`src/rtl/core/spc_pkg.sv`:
```
`timescale 1ns / 1ps
`default_nettype none

package spc_pkg;

  // Width of a car number as carried on the ports.
  localparam int CAR_W = 11;

  // Default capacity of the holding stack.
  localparam int DEF_MAX_CARS = 1024;

  // Highest car number the port can carry.
  localparam int CAR_MAX_CODE = (1 << CAR_W) - 1;

  // Command from the controller to the chain of stack cells.
  typedef struct packed {
    logic             push;
    logic             pop;
    logic [CAR_W-1:0] data;
  } spc_cmd_t;

  // Controller status seen by the top level.
  typedef struct packed {
    logic busy;
    logic empty;
  } spc_stat_t;

  // Number of stack cells that can ever be occupied. Pushed cars are always
  // below the wanted car, which is at most min(max_cars, CAR_MAX_CODE).
  function automatic int spc_cells(input int max_cars);
    int lim;
    begin
      lim = (max_cars < CAR_MAX_CODE) ? max_cars : CAR_MAX_CODE;
      return (lim > 1) ? lim - 1 : 1;
    end
  endfunction

endpackage

`default_nettype wire

```
`src/rtl/core/spc_ctrl.sv`:
```
`timescale 1ns / 1ps
`default_nettype none

// Sequence controller: takes wanted cars, drives pushes and pops of the
// cell chain, counts positions and produces the yes/no result.
module spc_ctrl
  import spc_pkg::*;
#(
  parameter int MAX_CARS = DEF_MAX_CARS
) (
  input  wire logic             clk,
  input  wire logic             rst_n,
  input  wire logic             in_valid,
  output      logic             in_ready,
  input  wire logic [CAR_W-1:0] in_wanted_car,
  output      logic             out_valid,
  input  wire logic             out_ready,
  output      logic             out_feasible,
  input  wire logic [CAR_W-1:0] car_total,
  input  wire logic [CAR_W-1:0] top_car,
  output      spc_cmd_t         cmd,
  output      spc_stat_t        stat
);

  localparam int NCELLS  = spc_cells(MAX_CARS);
  localparam int DEPTH_W = $clog2(NCELLS + 1);

  typedef enum logic {
    S_IDLE,
    S_PUSH
  } state_t;

  state_t             state_r,        state_nxt;
  logic [CAR_W:0]     nte_r,          nte_nxt;
  logic [CAR_W-1:0]   target_r,       target_nxt;
  logic [DEPTH_W-1:0] depth_r,        depth_nxt;
  logic [CAR_W-1:0]   pos_r,          pos_nxt;
  logic               failed_r,       failed_nxt;
  logic               out_valid_r,    out_valid_nxt;
  logic               out_feasible_r, out_feasible_nxt;

  logic last_pos;
  logic out_free;
  logic accept;
  logic car_bad;
  logic car_new;
  logic need_push;
  logic top_match;
  logic fail_now;

  always_comb begin
    last_pos  = ({1'b0, pos_r} + (CAR_W + 1)'(1)) >= {1'b0, car_total};
    out_free  = !out_valid_r || out_ready;
    in_ready  = (state_r == S_IDLE) && (out_free || !last_pos);
    accept    = in_valid && in_ready;
    car_bad   = (in_wanted_car == '0) || (in_wanted_car > car_total);
    car_new   = {1'b0, in_wanted_car} >= nte_r;
    need_push = {1'b0, in_wanted_car} > nte_r;
    top_match = (depth_r != '0) && (top_car == (in_wanted_car - CAR_W'(1)));
    fail_now  = !failed_r && (car_bad || (!car_new && !top_match));
  end

  always_comb begin
    state_nxt        = state_r;
    nte_nxt          = nte_r;
    target_nxt       = target_r;
    depth_nxt        = depth_r;
    pos_nxt          = pos_r;
    failed_nxt       = failed_r;
    out_valid_nxt    = out_valid_r && !out_ready;
    out_feasible_nxt = out_feasible_r;
    cmd              = '0;

    case (state_r)
      S_IDLE: begin
        if (accept) begin
          pos_nxt    = pos_r + CAR_W'(1);
          failed_nxt = failed_r || fail_now;
          if (!failed_r && !car_bad) begin
            if (car_new) begin
              if (need_push && !last_pos) begin
                state_nxt  = S_PUSH;
                target_nxt = in_wanted_car;
              end else begin
                nte_nxt = {1'b0, in_wanted_car} + (CAR_W + 1)'(1);
              end
            end else if (top_match) begin
              cmd.pop   = 1'b1;
              depth_nxt = depth_r - DEPTH_W'(1);
            end
          end
          if (last_pos) begin
            out_valid_nxt    = 1'b1;
            out_feasible_nxt = !(failed_r || fail_now);
            nte_nxt          = (CAR_W + 1)'(1);
            depth_nxt        = '0;
            pos_nxt          = '0;
            failed_nxt       = 1'b0;
          end
        end
      end
      S_PUSH: begin
        cmd.push  = 1'b1;
        cmd.data  = nte_r[CAR_W-1:0] - CAR_W'(1);
        depth_nxt = depth_r + DEPTH_W'(1);
        if ((nte_r + (CAR_W + 1)'(1)) == {1'b0, target_r}) begin
          nte_nxt   = {1'b0, target_r} + (CAR_W + 1)'(1);
          state_nxt = S_IDLE;
        end else begin
          nte_nxt = nte_r + (CAR_W + 1)'(1);
        end
      end
      default: begin
        state_nxt = S_IDLE;
      end
    endcase
  end

  always_ff @(posedge clk) begin
    if (!rst_n) begin
      state_r     <= S_IDLE;
      nte_r       <= (CAR_W + 1)'(1);
      depth_r     <= '0;
      pos_r       <= '0;
      failed_r    <= 1'b0;
      out_valid_r <= 1'b0;
    end else begin
      state_r        <= state_nxt;
      nte_r          <= nte_nxt;
      target_r       <= target_nxt;
      depth_r        <= depth_nxt;
      pos_r          <= pos_nxt;
      failed_r       <= failed_nxt;
      out_valid_r    <= out_valid_nxt;
      out_feasible_r <= out_feasible_nxt;
    end
  end

  assign out_valid    = out_valid_r;
  assign out_feasible = out_feasible_r;
  assign stat.busy    = (state_r == S_PUSH);
  assign stat.empty   = (depth_r == '0);

endmodule

`default_nettype wire

```
`config.mk`:
```
export PLATFORM = sky130hd
export DESIGN_NAME = spc_ctrl
export DESIGN_NICKNAME = d
export VERILOG_FILES = /design/src/rtl/core/spc_pkg.sv /design/src/rtl/core/spc_ctrl.sv
export SDC_FILE = /design/constraint.sdc
export NUM_CORES = 1
export LEC_CHECK = 0
export BUFFER_PORTS_ARGS = -buffer_cell sky130_fd_sc_hd__buf_2
export CAP_MARGIN = 20
export CORE_ASPECT_RATIO = 0.7
export CORE_UTILIZATION = 40
export DETAILED_ROUTE_END_ITERATION = 12
export HOLD_SLACK_MARGIN = 0.05
export PLACE_DENSITY_LB_ADDON = 0.1
export SETUP_SLACK_MARGIN = 0.02
export SLEW_MARGIN = 20
export SYNTH_ARGS = -nofsm -noshare
export SYNTH_HDL_FRONTEND = slang
export SYNTH_SLANG_ARGS = --single-unit
export TNS_END_PERCENT = 1
```
`constraint.sdc`:
```
create_clock -name clk -period 9.9 [get_ports clk]
set_input_delay 0.99 -clock clk [delete_from_list [all_inputs] [get_ports clk]]
set_output_delay 0.99 -clock clk [all_outputs]
set_load 0.005 [all_outputs]
```
==> metrics.txt <==
Hold Crit Class reg -> reg; clock tree buffer depth 2; critical path fanouts, max 15; dpl hpwl roughly 11 mm; Detailed Routing Iterations Pass 1 5; Layout Cells excl Fill 819; CTS tree done; Crit. Startpoint pos_r[0]; FF/Latch Area 1081 sq um; EDFF count, synth 12; remaining antenna violation count 0; max incr delay on CP 0.57 ns; Synth Cell Area 5007 sq um; Fin. Hold Viols 0; H-tree Lvls 2; Startpoint Class flip-flop; post-synthesis sequential area ratio 21.59%; average wire per standard cell between 15 and 20 um; RD Place Congestion 0.8719; #FFs+latches synth 48; CP arrival 4.37 ns; max cap viols 0; share of cells above drive strength 1 12.86%; most used cell, CP and3_1; Via density 5.928; Initial Util a little over two fifths; Netlist cell types 75; Critical Path End Type primary output; drt drc 0; CP max stage cell o31ai_1; Post-CTS Setup Inserts 0; Core Footprint 11,930 sq um; Die Footprint 12,980 sq um; first-pass GRT wire length between 20 and 25 mm; CP Class reg -> out; Syn Nets 718; Worst-path clk slew 0.07 ns; GRT overflow 0; Slew @ Worst Pin 1.174 ns; Syn Inst Count ~640; die width around 140 um; Layout area overhead 8.896%; Num Clock Sinks 48; root buffer cell clkbuf_16; Worst R2R End depth_r[6]; fill cell count 1,202; Post-DP Area 5300 sq um; nets@finish 739; RSZ-0062 raised after global routing no; PwrDens 152.7 nW/um^2; Crit. path cell count 14; vias roughly 4.9k; Worst R2R Start pos_r[0]; WHS Path Cells 2; largest net degree at the start of global routing 31; slew margin rel. 20.99%; Worst IR Drop VDD 0.06930 mV; buffers plus inverters on the worst setup path 1; syn_area_per_cell about 8 sq um; # rows 33; Final Instance Area 5453 sq um; fmax ~190 MHz; I/O Buffers 54; multi-input logic area 3610 sq um; initial antenna violation count 1; asr flop ratio synth 0%; period utilisation layout 54.15%; GR Util All Layers 23.58%; CP cell instances ha_1, and3_1, and3_1, and3_1, and3_1, xor2_1, ha_1, nand3_1, or2_2, o31ai_1, o31a_1, and3b_1, and2_1, buf_2; ys flop type dfxtp_1; crit path to cmd[11]; Final Core Density a little under half; Reg2Reg Setup Slack around 5 ns; setup TNS 0 ns; run status completed; synth warn 0; total wire length 14.89 mm; Placed Cells 810; vias in the first global route between 4k and 5k; delay-heaviest family, CP simple AND/OR/NAND/NOR gates; Hold-fix buffers, CTS 0; CP required between 8 and 9 ns; Clk Latency, worst-skew pair around 0.3 ns; final setup fails 0; Starting DRT DRC Count 459; Setup Skew 0.01058 ns; Die Y between 90 and 100 um; Tmin final about 5.4 ns; Top Ports 55; Lkg Pwr 2.128 nW; CTS resizes 0; total CTS buffers 5; Max Slew Vio Count 0; commonest non-fill, non-tap cells in the layout nor2_1, buf_2, xnor2_1, nand3_1, ha_1; reg2reg path depth 14; total power 0.8327 mW
-- report_power, final --
part	switching (mW)	internal [mW]	leakage, nW
Sequential	0.0491	0.227	0.403
Combinational	0.222	0.154	1.65
Clock	0.0800	0.101	0.0701
Total	0.351	0.481	2.13
-- cell families (layout without fill, tap and decap cells) --
kind of cell / Yosys count / in the layout / synth area share [%]
adders and majority gates: 42 / 42 / 10.49
muxes: 9 / 9 / 1.874
and+or+nand+nor: 247 / 247 / 26.81
other: 0 / 1 / 0
xor gates and xnor gates: 68 / 68 / 12.72
AOI/OAI and AO/OA: 150 / 150 / 19.97
DFF: 48 / 48 / 21.59
buffers and inverters: 75 / 97 / 6.547
-- synth_stat cells (6+ instances only) --
library cell | number | area share (%)
nand3b_1 | 9 | 1.3
nor4_1 | 12 | 1.5
or3_1 | 9 | 1.1
clkbuf_1 | 24 | 1.8
a21boi_0 | 7 | 1.0
o31ai_1 | 6 | 0.90
nor2_1 | 54 | 4.0
and3_1 | 21 | 2.6
a31oi_1 | 13 | 1.6
nand4_1 | 8 | 1.0
a21oi_1 | 35 | 3.5
nor3_1 | 15 | 1.5
ha_1 | 42 | 10
nand3_1 | 45 | 4.5
edfxtp_1 | 12 | 7.2
o21ai_0 | 30 | 3.0
dfxtp_1 | 36 | 14
inv_1 | 32 | 2.4
mux2i_1 | 6 | 1.2
buf_2 | 10 | 1.0
xor2_1 | 20 | 3.5
nand2_1 | 35 | 2.6
xnor2_1 | 45 | 7.9
-- per-stage QoR --
step                      hold slack, ns  worst slack (ns)
final                             0.4931             4.539
after global routing              0.5089             4.249
after CTS                         0.4974             4.610
after detailed placement          0.4791             4.924
after global placement            0.4806             5.068
after floorplan                   0.4443             5.526
-- layout make-up --
| class | instances | share of cell area, % |
|---|---|---|
| Multi-Input combinational cell | 516 | 66.20 |
| Sequential cell | 48 | 19.83 |
| Timing Repair Buffer | 57 | 5.369 |
| Tap cell | 157 | 3.603 |
| Clock buffer | 7 | 2.616 |
| Inverter | 32 | 2.203 |
| Clock inverter | 1 | 0.1377 |
| Antenna cell | 1 | 0.04589 |
-- tightest hold or removal path: stages (launching register included) --
cell and delay (ns):
dfxtp_1 0.32, nand4_1 0.06, o31ai_1 0.06
-- flip-flops by register name, summed over array words and instances, names as in the netlist --
register / flops
nte_r: 12
out_feasible: 1
pos_r: 11
out_valid: 1
depth_r: 10
failed_r: 1
state_r: 1
target_r: 11
-- worst min path at each step --
stage / startpoint / endpoint / slack, ns
after floorplan: depth_r[9] / depth_r[9] / 0.44
after global placement: failed_r / failed_r / 0.48
after detailed placement: failed_r / failed_r / 0.48
after CTS: failed_r / failed_r / 0.50
after global routing: failed_r / failed_r / 0.51
final: failed_r / failed_r / 0.49
-- per-layer routing --
metal	up-vias	global-route usage, %	share of wire, %
met5	-	0	0
met4	0	4.963	0.70
met3	9	4.625	7.1
met2	182	34.06	41
met1	2273	35.42	52
li1	2391	-	-
No activity file was read; power rests on OpenSTA's default activity.
